### src/rtl/rfd_pkg.sv
// Shared types and constants for the resync frame deframer.
`timescale 1ns / 1ps
package rfd_pkg;

  localparam int BUFFER_DEPTH_DEF = 64;
  localparam int FRAME_OVERHEAD   = 6;
  localparam int BYTE_W           = 8;
  localparam int LEN_W            = 6;
  localparam int CFG_IDX_W        = 2;
  localparam int OUT_TDATA_W      = 24;
  localparam int OUT_TUSER_W      = 9;

  localparam logic [CFG_IDX_W-1:0] CFG_HEAD1 = 2'd0;
  localparam logic [CFG_IDX_W-1:0] CFG_HEAD2 = 2'd1;
  localparam logic [CFG_IDX_W-1:0] CFG_TAIL  = 2'd2;

  typedef enum logic [3:0] {
    S_IDLE,
    S_CHK,
    S_H1,
    S_H2,
    S_LEN,
    S_TAIL,
    S_SUM,
    S_EMIT,
    S_FIN
  } rfd_state_t;

  typedef struct packed {
    logic [BYTE_W-1:0] cmd;
    logic [BYTE_W-1:0] data;
    logic [LEN_W-1:0]  pos;
    logic [LEN_W-1:0]  len;
    logic              frame_end;
  } rfd_res_t;

  typedef struct packed {
    logic     push;
    logic     fin;
    rfd_res_t res;
  } rfd_emit_t;

endpackage

### src/rtl/rfd_mem.sv
// Byte buffer memory: one write port, one read port with registered data.
`timescale 1ns / 1ps
module rfd_mem #(
  parameter int DEPTH = rfd_pkg::BUFFER_DEPTH_DEF,
  parameter int AW    = $clog2(DEPTH)
) (
  input  logic                       clk,
  input  logic                       we,
  input  logic [AW-1:0]              waddr,
  input  logic [rfd_pkg::BYTE_W-1:0] wdata,
  input  logic                       re,
  input  logic [AW-1:0]              raddr,
  output logic [rfd_pkg::BYTE_W-1:0] rdata
);
  import rfd_pkg::*;

  logic [BYTE_W-1:0] mem [DEPTH];

  always_ff @(posedge clk) begin
    if (we) begin
      mem[waddr] <= wdata;
    end
    if (re) begin
      rdata <= mem[raddr];
    end
  end

endmodule

### src/rtl/rfd_out.sv
// Result hold stage and output register; marks run end when the scan finishes.
`timescale 1ns / 1ps
module rfd_out (
  input  logic                                clk,
  input  logic                                rst,
  input  rfd_pkg::rfd_emit_t                  emit,
  output logic                                stage_ok,
  output logic                                m_tvalid,
  input  logic                                m_tready,
  output logic [rfd_pkg::OUT_TDATA_W-1:0]     m_tdata,   // payload_byte, byte_position, payload_length
  output logic [rfd_pkg::OUT_TUSER_W-1:0]     m_tuser,   // frame_command, run_end
  output logic                                m_tlast    // frame_end
);
  import rfd_pkg::*;

  logic     hold_valid;
  rfd_res_t hold;
  logic     out_free;
  logic     move;

  assign out_free = !m_tvalid || m_tready;
  assign stage_ok = !hold_valid || out_free;
  assign move     = hold_valid && out_free && (emit.push || emit.fin);

  always_ff @(posedge clk) begin
    if (rst) begin
      hold_valid <= 1'b0;
      m_tvalid   <= 1'b0;
    end else begin
      if (emit.push) begin
        hold_valid <= 1'b1;
      end else if (emit.fin) begin
        hold_valid <= 1'b0;
      end
      if (move) begin
        m_tvalid <= 1'b1;
      end else if (m_tready) begin
        m_tvalid <= 1'b0;
      end
    end
  end

  always_ff @(posedge clk) begin
    if (emit.push) begin
      hold <= emit.res;
    end
    if (move) begin
      m_tdata <= {4'b0000, hold.len, hold.pos, hold.data};
      m_tuser <= {emit.fin, hold.cmd};
      m_tlast <= hold.frame_end;
    end
  end

  a_push_ok: assert property (@(posedge clk) disable iff (rst)
    emit.push |-> stage_ok) else $error("result pushed while hold stage blocked");
  a_fin_ok: assert property (@(posedge clk) disable iff (rst)
    emit.fin |-> stage_ok) else $error("finish while hold stage blocked");
  a_fin_clears: assert property (@(posedge clk) disable iff (rst)
    emit.fin |=> !hold_valid) else $error("hold stage kept a result after finish");

endmodule

### src/rtl/rfd_scan.sv
// Frame scanner: buffer pointers, config registers and the read-modify sequencer.
`timescale 1ns / 1ps
module rfd_scan #(
  parameter int DEPTH = rfd_pkg::BUFFER_DEPTH_DEF,
  parameter int AW    = $clog2(DEPTH),
  parameter int FW    = $clog2(DEPTH + 1)
) (
  input  logic                          clk,
  input  logic                          rst,
  input  logic                          s_tvalid,
  output logic                          s_tready,
  input  logic                          cfg_we,
  input  logic [rfd_pkg::CFG_IDX_W-1:0] cfg_index,
  input  logic [rfd_pkg::BYTE_W-1:0]    cfg_data,
  output logic                          mem_we,
  output logic [AW-1:0]                 mem_waddr,
  output logic                          mem_re,
  output logic [AW-1:0]                 mem_raddr,
  input  logic [rfd_pkg::BYTE_W-1:0]    mem_rdata,
  input  logic                          stage_ok,
  output rfd_pkg::rfd_emit_t            emit
);
  import rfd_pkg::*;

  rfd_state_t        state, state_next;
  logic [AW-1:0]     head;
  logic [FW-1:0]     fill;
  logic [AW-1:0]     off;
  logic [LEN_W-1:0]  len;
  logic [BYTE_W-1:0] sum;
  logic [BYTE_W-1:0] cmd;
  logic [BYTE_W-1:0] head1, head2, tail;

  logic          accept, drop1, dropf;
  logic [AW-1:0] rd_off;
  logic [8:0]    flen_rd;
  logic [8:0]    off9;
  logic [8:0]    len9;
  logic          sum_last, emit_last, len_bad, fill_full;

  function automatic logic [AW-1:0] wrap(input logic [AW:0] s);
    logic [AW:0] d;
    d = s - (AW+1)'(DEPTH);
    return (s >= (AW+1)'(DEPTH)) ? d[AW-1:0] : s[AW-1:0];
  endfunction

  assign accept    = s_tvalid && s_tready;
  assign flen_rd   = {1'b0, mem_rdata} + 9'(FRAME_OVERHEAD);
  assign off9      = 9'(off);
  assign len9      = 9'(len);
  assign sum_last  = off9 == len9 + 9'd4;
  assign emit_last = off9 == len9 + 9'd3;
  assign len_bad   = (mem_rdata == '0) || (flen_rd > 9'(DEPTH));
  assign fill_full = fill == FW'(DEPTH);

  always_comb begin
    state_next = state;
    unique case (state)
      S_IDLE: if (accept) state_next = S_CHK;
      S_CHK:  state_next = (fill < FW'(FRAME_OVERHEAD)) ? S_FIN : S_H1;
      S_H1:   state_next = (mem_rdata != head1) ? S_CHK : S_H2;
      S_H2:   state_next = (mem_rdata != head2) ? S_CHK : S_LEN;
      S_LEN: begin
        if (len_bad) state_next = S_CHK;
        else if (9'(fill) < flen_rd) state_next = S_FIN;
        else state_next = S_TAIL;
      end
      S_TAIL: state_next = (mem_rdata != tail) ? S_CHK : S_SUM;
      S_SUM: begin
        if (sum_last) state_next = (mem_rdata != sum) ? S_CHK : S_EMIT;
      end
      S_EMIT: if (stage_ok && emit_last) state_next = S_CHK;
      S_FIN:  if (stage_ok) state_next = S_IDLE;
      default: state_next = S_IDLE;
    endcase
  end

  always_comb begin
    s_tready  = 1'b0;
    mem_re    = 1'b0;
    rd_off    = '0;
    drop1     = 1'b0;
    dropf     = 1'b0;
    emit.push = 1'b0;
    emit.fin  = 1'b0;
    emit.res  = '{cmd: cmd, data: mem_rdata, pos: LEN_W'(off9 - 9'd4), len: len,
                  frame_end: emit_last};
    unique case (state)
      S_IDLE: s_tready = 1'b1;
      S_CHK: begin
        mem_re = fill >= FW'(FRAME_OVERHEAD);
      end
      S_H1: begin
        drop1  = mem_rdata != head1;
        mem_re = 1'b1;
        rd_off = AW'(1);
      end
      S_H2: begin
        drop1  = mem_rdata != head2;
        mem_re = 1'b1;
        rd_off = AW'(3);
      end
      S_LEN: begin
        drop1  = len_bad;
        mem_re = 1'b1;
        rd_off = AW'(mem_rdata + 8'd5);
      end
      S_TAIL: begin
        drop1  = mem_rdata != tail;
        mem_re = 1'b1;
      end
      S_SUM: begin
        mem_re = 1'b1;
        if (sum_last) begin
          drop1  = mem_rdata != sum;
          rd_off = AW'(4);
        end else begin
          rd_off = off + AW'(1);
        end
      end
      S_EMIT: begin
        if (stage_ok) begin
          emit.push = 1'b1;
          dropf     = emit_last;
          mem_re    = !emit_last;
          rd_off    = off + AW'(1);
        end
      end
      S_FIN: emit.fin = stage_ok;
      default: ;
    endcase
  end

  assign mem_raddr = wrap({1'b0, head} + {1'b0, rd_off});
  assign mem_we    = accept;
  assign mem_waddr = fill_full ? head : wrap({1'b0, head} + (AW+1)'(fill));

  always_ff @(posedge clk) begin
    if (rst) begin
      state <= S_IDLE;
      head  <= '0;
      fill  <= '0;
      head1 <= 8'd170;
      head2 <= 8'd85;
      tail  <= 8'd13;
    end else begin
      state <= state_next;
      if (accept) begin
        if (fill_full) head <= wrap({1'b0, head} + (AW+1)'(1));
        else fill <= fill + FW'(1);
      end else if (drop1) begin
        head <= wrap({1'b0, head} + (AW+1)'(1));
        fill <= fill - FW'(1);
      end else if (dropf) begin
        head <= wrap({1'b0, head} + (AW+1)'(len) + (AW+1)'(FRAME_OVERHEAD));
        fill <= fill - FW'(len) - FW'(FRAME_OVERHEAD);
      end
      if (cfg_we) begin
        unique case (cfg_index)
          CFG_HEAD1: head1 <= cfg_data;
          CFG_HEAD2: head2 <= cfg_data;
          CFG_TAIL:  tail  <= cfg_data;
          default: ;
        endcase
      end
    end
  end

  always_ff @(posedge clk) begin
    if (mem_re) off <= rd_off;
    if (state == S_LEN) len <= LEN_W'(mem_rdata);
    if (state == S_TAIL) begin
      sum <= '0;
    end else if (state == S_SUM && !sum_last) begin
      sum <= sum + mem_rdata;
      if (off == AW'(2)) cmd <= mem_rdata;
    end
  end

  a_fill_range: assert property (@(posedge clk) disable iff (rst)
    fill <= FW'(DEPTH)) else $error("fill count above buffer depth");
  a_push_state: assert property (@(posedge clk) disable iff (rst)
    emit.push |-> state == S_EMIT) else $error("result outside emit phase");
  a_frame_drop: assert property (@(posedge clk) disable iff (rst)
    dropf |=> state == S_CHK && fill == $past(fill) - FW'($past(len)) - FW'(FRAME_OVERHEAD))
    else $error("frame removal wrong");
  a_accept_write: assert property (@(posedge clk) disable iff (rst)
    mem_we |-> !mem_re) else $error("write and read in the same cycle");

endmodule

### src/rtl/resync_frame_deframer.sv
// Top level of the resync frame deframer.
//
// Input words on s_tvalid/s_tready/s_tdata are received link bytes. Each
// accepted byte is appended to a circular byte buffer and the buffer front is
// scanned for head1, head2, command, length, payload, checksum, tail frames.
// Bad fronts lose one byte and the scan repeats; a good frame sends out one
// word per payload byte on m_tvalid/m_tready, then is removed.
// m_tlast marks the last payload byte of a frame, m_tuser[8] the last word
// caused by one input byte. Sync and tail bytes are set through cfg_we,
// cfg_index and cfg_data (0 head1, 1 head2, 2 tail); the user must write them
// only while idle, as the block itself does not enforce it.
// The input is taken one byte at a time: a new byte is accepted only when the
// scan for the last one has finished. A frame takes five header and tail
// steps, a checksum walk of length + 5 reads and one payload word per cycle
// while the receiver keeps up, all set by the single read port of the buffer
// memory. Each word waits in the hold stage until the next word or the finish
// moves it to the output register, so the final word of a run leaves when the
// scan finishes. Reset clears fill count, pointers and output valid; the
// buffer needs no clearing. A stalled receiver holds the scan in its emit
// or finish step and the input stays not ready.
`timescale 1ns / 1ps
module resync_frame_deframer #(
  parameter int BUFFER_DEPTH = rfd_pkg::BUFFER_DEPTH_DEF
) (
  input  logic                            clk,
  input  logic                            rst,
  input  logic                            s_tvalid,
  output logic                            s_tready,
  input  logic [7:0]                      s_tdata,   // rx_byte
  output logic                            m_tvalid,
  input  logic                            m_tready,
  output logic [rfd_pkg::OUT_TDATA_W-1:0] m_tdata,   // payload_byte, byte_position, payload_length
  output logic [rfd_pkg::OUT_TUSER_W-1:0] m_tuser,   // frame_command, run_end
  output logic                            m_tlast,   // frame_end
  input  logic                            cfg_we,
  input  logic [rfd_pkg::CFG_IDX_W-1:0]   cfg_index,
  input  logic [rfd_pkg::BYTE_W-1:0]      cfg_data
);
  import rfd_pkg::*;

  localparam int AW = $clog2(BUFFER_DEPTH);

  logic              mem_we, mem_re, stage_ok;
  logic [AW-1:0]     mem_waddr, mem_raddr;
  logic [BYTE_W-1:0] mem_rdata;
  rfd_emit_t         emit;

  rfd_mem #(.DEPTH(BUFFER_DEPTH), .AW(AW)) u_mem (
    .clk   (clk),
    .we    (mem_we),
    .waddr (mem_waddr),
    .wdata (s_tdata),
    .re    (mem_re),
    .raddr (mem_raddr),
    .rdata (mem_rdata)
  );

  rfd_scan #(.DEPTH(BUFFER_DEPTH), .AW(AW)) u_scan (
    .clk       (clk),
    .rst       (rst),
    .s_tvalid  (s_tvalid),
    .s_tready  (s_tready),
    .cfg_we    (cfg_we),
    .cfg_index (cfg_index),
    .cfg_data  (cfg_data),
    .mem_we    (mem_we),
    .mem_waddr (mem_waddr),
    .mem_re    (mem_re),
    .mem_raddr (mem_raddr),
    .mem_rdata (mem_rdata),
    .stage_ok  (stage_ok),
    .emit      (emit)
  );

  rfd_out u_out (
    .clk      (clk),
    .rst      (rst),
    .emit     (emit),
    .stage_ok (stage_ok),
    .m_tvalid (m_tvalid),
    .m_tready (m_tready),
    .m_tdata  (m_tdata),
    .m_tuser  (m_tuser),
    .m_tlast  (m_tlast)
  );

endmodule

### config.mk
export PLATFORM = sky130hd
export DESIGN_NAME = resync_frame_deframer
export DESIGN_NICKNAME = d
export VERILOG_FILES = /design/src/rtl/rfd_pkg.sv /design/src/rtl/rfd_mem.sv /design/src/rtl/rfd_out.sv /design/src/rtl/rfd_scan.sv /design/src/rtl/resync_frame_deframer.sv
export SDC_FILE = /design/constraint.sdc
export NUM_CORES = 1
export LEC_CHECK = 0
export BUFFER_PORTS_ARGS = -buffer_cell sky130_fd_sc_hd__buf_4
export CAP_MARGIN = 20
export CORE_MARGIN = 2
export CORE_UTILIZATION = 45
export CTS_CLUSTER_SIZE = 16
export DETAILED_ROUTE_END_ITERATION = 10
export SETUP_SLACK_MARGIN = 0.2
export SKIP_LAST_GASP = 1
export SLEW_MARGIN = 5
export SYNTH_ARGS = -nofsm -noshare
export SYNTH_HDL_FRONTEND = slang
export SYNTH_SLANG_ARGS = --single-unit
export TNS_END_PERCENT = 5
### constraint.sdc
create_clock -name clk -period 11.9 [get_ports clk]
set_clock_uncertainty 0.15 [all_clocks]
set_input_delay 1.19 -clock clk [delete_from_list [all_inputs] [get_ports clk]]
set_output_delay 1.19 -clock clk [all_outputs]
set_load 0.03 [all_outputs]
==> results.ini, run 1 <==
[run_status]
status=finished clean

[setup_path]
critical_path_class=register to register
critical_path_required_ps=12070
endpoint_kind=register
critPathLaunch=u_scan.len[3]$_DFFE_PP_
startpoint_type=register
critical_path.max_fanout=49
crit_end=u_mem.rdata[0]$_DFFE_PP_
ff2ff_path_depth=15
regToRegSetupSlack_ps=4980
r2r_end=u_mem.rdata[0]$_DFFE_PP_
reg2reg_from=u_scan.len[3]$_DFFE_PP_
worstPathArrival_ps=7090

[yosys]
synth_top_area_frac=0.654
synth-async-reset-ratio=0
syn-cell-area_um2=27500
yosysWarningCount=0
synth_compound_area_frac=0.0362
synth-seq-cells=650
ys_seq_area_frac=0.691
yosys-top-cells-area=edfxtp_1 (65%), mux4_2 (13%), dfxtp_1 (3.7%), ha_1 (2.7%), mux2i_1 (2.1%)
yosysUniqueCellTypes=77
synth-edff-count=599
synth_top_family_by_area=multiplexers
synth.avg_cell_area_um2=17.7
syn_inst=1552
yosys.area_share.simple=0.0486
yosysTopAreaCell=edfxtp_1
synthTopCellsByCount=edfxtp_1 (599), mux4_2 (160), nor2_1 (128)
synthMostInstantiatedCell=edfxtp_1
synth_xor_area_frac=0.0233
synthMuxAreaShare=0.152
ys.flop_type=edfxtp_1
synth_adder_area_share=0.0309

[pwr]
ir_drop_uv=193
leakage_nw=10.4
finalPower_mw=7.10
powerDensity_nw_per_um2=228

[timing]
rsz0062_at_grt=no
tns_ps=0
finalCritPeriodShare=0.582
slew_headroom=0.250
drv_slew=0
worst_slack_ps=4980
hold_violations=0
min_period_ps=6920
fmax_mhz=145
worstMarginPinSlew_ps=1120
finalSetupViolCount=0

[placed_design]
place.gp.congestion=0.841
place_ws_ps=4800
portBuffers=54
dp_hpwl_um=39500

[routing]
drtAntennaViolNets=0
first_iter_violations=1418
vias_per_cell=5.85
drcViolationCount=0
vias=14477
wl_per_cell_um=26.2
first_pass_iters=5
drt-total-wl_um=64700

[floorplan]
initial_core_util=0.456
die_h_um=251
fp-row-count=90
dieWidth_um=251
die-area_um2=63100
boundaryPins=59
coreArea_um2=60400

[flow_run]
max_cap_viol_count=0

[layout]
antenna_cells=0
nNetsFinal=1724
drive_above_1_share=0.214
area_growth_syn_to_layout_pct=13.0
fillers=4919
final_core_util=0.515

[global_routing]
antenna_found_initial=2
grt_pass1_vias=14525
track_usage=0.208
grt_max_degree=105
grt_pass1_wl_um=96000
grt-ovfl-total=0

[clock_network]
cts_buffer_depth=3
numCtsBuffers=69
cts_tree=yes
cts-root-buf=clkbuf_16
clk_latency_ps=600
cts.sinks=650
htree_num_levels=3
cts_hold_buf=0
cts-resized-gates=0
path_clk_slew_ps=60
postCtsSetupRepairBufs=0

[worst_hold_path]
hp-class=register to register

==> critical path, stage by stage, from the launching register on <==
cell,delay (ps)
edfxtp_1,540
ha_1,370
xor2_1,210
nor3_1,100
a31o_2,370
and2_1,270
o22ai_1,340
ha_4,200
inv_1,60
fa_4,1360
buf_4,600
buf_4,680
mux4_2,400
mux4_2,470
mux2i_1,320
mux2i_1,160
==> how the worst min path moves through the flow <==
stage	startpoint	end	slack, ps	depth (start not counted)
6_report	u_scan.cmd[2]$_DFFE_PP_	u_out.hold[23]$_DFFE_PP_	270	0
5_1_grt	u_scan.cmd[2]$_DFFE_PP_	u_out.hold[23]$_DFFE_PP_	270	0
4_1_cts	u_out.hold[23]$_DFFE_PP_	u_out.m_tuser[2]$_DFFE_PP_	270	0
3_5_place_dp	u_scan.cmd[1]$_DFFE_PP_	u_out.hold[22]$_DFFE_PP_	250	0
3_3_place_gp	u_scan.cmd[1]$_DFFE_PP_	u_out.hold[22]$_DFFE_PP_	250	0
2_1_floorplan	u_scan.cmd[0]$_DFFE_PP_	u_out.hold[21]$_DFFE_PP_	250	0
==> flip-flops by register name (all words and copies together) (netlist names) <==
register and count:
u_out.hold 29, u_scan.len 6, u_scan.fill 7, u_scan.head2 8
u_mem.mem 512, u_scan.off 6, u_out.m_tuser 9, u_scan.tail 8
u_scan.sum 8, u_scan.head 6, u_scan.cmd 8, u_out.hold_valid 1
u_out.m_tvalid 1, u_mem.rdata 8, u_out.m_tlast 1, u_out.m_tdata 20
u_scan.head1 8, u_scan.state 4
==> per-stage QoR <==
stage	hold slack, ps	area, µm²	cells
6_report	267	31100	2473
5_1_grt	275	31100	2473
4_1_cts	269	31000	2467
3_5_place_dp	255	28800	2341
3_3_place_gp	253	28800	2337
2_1_floorplan	250	27500	1555
==> cell families after synthesis <==
kind of cell	count (synthesis)
compound gates	141
mux	217
buf+inv	123
flops	650
other cells	1
xor+xnor	71
simple gates	284
fa+ha+maj	65
==> metal layers <==
metal,track usage,routed length (µm)
met1,0.305,29000
met2,0.319,29900
met3,0.0419,4310
met4,0.0549,1500
met5,0,7
==> cell usage in the layout, fill, tap and decap left out, drive strengths merged, types with 11 or more instances in the layout <==
| master | count |
|---|---|
| a21o | 11 |
| a21oi | 37 |
| buf | 78 |
| clkbuf | 88 |
| clkinv | 32 |
| dfxtp | 51 |
| edfxtp | 599 |
| ha | 60 |
| inv | 55 |
| mux2i | 57 |
| mux4 | 160 |
| nand2 | 44 |
| nand3 | 23 |
| nor2 | 129 |
| nor3 | 19 |
| o21ai | 23 |
| xnor2 | 54 |
| xor2 | 17 |
==> layout make-up <==
cell class | instances | area (µm²) | area share
inverter | 54 | 203 | 0.00652
sequential | 650 | 19000 | 0.611
multi-input combinational | 782 | 8070 | 0.260
timing repair buffer | 79 | 643 | 0.0207
clock buffer | 87 | 1890 | 0.0608
tap | 782 | 978 | 0.0315
clock inverter | 39 | 293 | 0.00942
==> power by group <==
| part | switching, mW | internal (mW) | leakage [nW] |
|---|---|---|---|
| logic | 1.21 | 0.969 | 3.50 |
| clock network | 0.880 | 1.19 | 1.07 |
| registers | 0.183 | 2.66 | 5.80 |
| total | 2.28 | 4.83 | 10.4 |
Note: power is estimated with default switching activity, not from simulation.
==> inputs of run 2 (changes only) <==
Clock period 11.9 ns to 7.16 ns, I/O delays scaled along.
==> run 2 against run 1 <==
  * Sequential power up 64%
  * First-iteration DRC count down 16%
  * Register-to-register slack worse by 3700 ps
  * Non-clock buffer count up 4
  * Routed wire length down 3.7%
  * Critical path type unchanged
==> results.ini, run 2 (same netlist as run 1, synthesis figures left out) <==
[run_status]
status=finished clean

[floorplan]
boundaryPins=59
fp-row-count=90
die_h_um=251
coreArea_um2=60400
initial_core_util=0.456
die-area_um2=63100
dieWidth_um=251

[timing]
min_period_ps=5840
fmax_mhz=171
worstMarginPinSlew_ps=1110
tns_ps=0
hold_violations=0
finalCritPeriodShare=0.815
drv_slew=0
slew_headroom=0.257
finalSetupViolCount=0
whs_ps=195
rsz0062_at_grt=no

[routing]
drtAntennaViolNets=0
first_pass_iters=5
wl_per_cell_um=25.2
vias_per_cell=5.75
drcViolationCount=0
first_iter_violations=1186
vias=14239
drt-total-wl_um=62300

[setup_path]
critical_path_required_ps=7350
critical_path_class=register to register
critical_path.max_fanout=45
endpoint_kind=register
worstPathArrival_ps=6030
startpoint_type=register

[global_routing]
track_usage=0.203
grt_max_degree=65
antenna_found_initial=2
grt_pass1_vias=14662
grt_pass1_wl_um=94700
grt-ovfl-total=0

[worst_hold_path]
hp-class=input pin to register

[pwr]
leakage_nw=10.4
ir_drop_uv=242
powerDensity_nw_per_um2=378

[layout]
nNetsFinal=1728
final_cell_mix=edfxtp_1 (599), mux4_2 (160), nor2_1 (128), buf_4 (77), clkbuf_16 (70)
finalInstanceArea_um2=31100
layout_commonest_cell=edfxtp_1
fin_cells=2475
top_register=u_mem.mem
fillers=4878
drive_above_1_share=0.218
largest_register_ff_count=512
reg_top3=u_mem.mem (512), u_out.hold (29), u_out.m_tdata (20)
area_growth_syn_to_layout_pct=13.0

[flow_run]
max_cap_viol_count=0

[clock_network]
cts_hold_buf=0
cts_buffer_depth=3
clk_latency_ps=620
path_clk_slew_ps=60
numCtsBuffers=69
cts.sinks=650
cts-resized-gates=0
htree_num_levels=3
cts-root-buf=clkbuf_16
postCtsSetupRepairBufs=0
cts_tree=yes

[placed_design]
place.gp.congestion=0.819
dp_cells=2346
dp_hpwl_um=39600
portBuffers=54
place_area_um2=28900

## run 2: worst max-delay path, stage by stage (launching register included)
cell and delay [ps]:
edfxtp_1 520, ha_1 350, xor2_1 190, nor3_1 80
a31o_2 370, and2_1 260, o22ai_1 320, ha_4 190
inv_1 50, fa_4 1400, buf_12 300, mux4_2 350
mux4_2 510, mux2i_1 350, mux2i_1 150
## run 2: area by class of cell
type                    count  area [µm²]  share of cell area
flip-flops and latches    650       19000               0.612
multi-input cells         782        8070               0.260
clock buffers              79        1790              0.0575
well taps                 782         978              0.0315
repair buffers             83         672              0.0216
clock inverters            44         353              0.0114
inverters                  54         203             0.00652
diodes                      1        2.50           0.0000805
## run 2: stage by stage
stage / power, mW / worst slack [ps] / utilization
after floorplan: 7.25 / 2560 / -
after global placement: 8.41 / 1260 / 0.478
after detailed placement: 8.46 / 1250 / 0.479
after CTS: 11.9 / 1250 / 0.514
after global routing: 12.3 / 1040 / 0.515
final: 11.8 / 1320 / 0.515
## run 2: where the power goes
part	leakage, nW	switching [mW]	internal, mW
sequential	5.80	0.239	4.43
combinational	3.53	2.04	1.64
clock	1.05	1.47	1.94
total	10.4	3.75	8.01
## run 2: final timing paths
kind / start / endpoint / slack [ps] / cells past startpoint
worst max-delay path: u_scan.len[3]$_DFFE_PP_ / u_mem.rdata[7]$_DFFE_PP_ / 1320 / 14
worst min register to register: u_out.hold[10]$_DFFE_PP_ / u_out.m_tdata[11]$_DFFE_PP_ / 260 / 0
worst min-delay path: cfg_data[0] / u_scan.head2[0]$_SDFFE_PP1P_ / 190 / 3
worst max register to register: u_scan.len[3]$_DFFE_PP_ / u_mem.rdata[7]$_DFFE_PP_ / 1320 / 14
## run 2: metal layers
layer / up-vias / global-route usage / share of wire
met5: - / 0 / 0.00013
li1: 6331 / - / -
met2: 438 / 0.333 / 0.49
met4: 2 / 0.0670 / 0.030
met1: 7351 / 0.274 / 0.42
met3: 117 / 0.0400 / 0.057
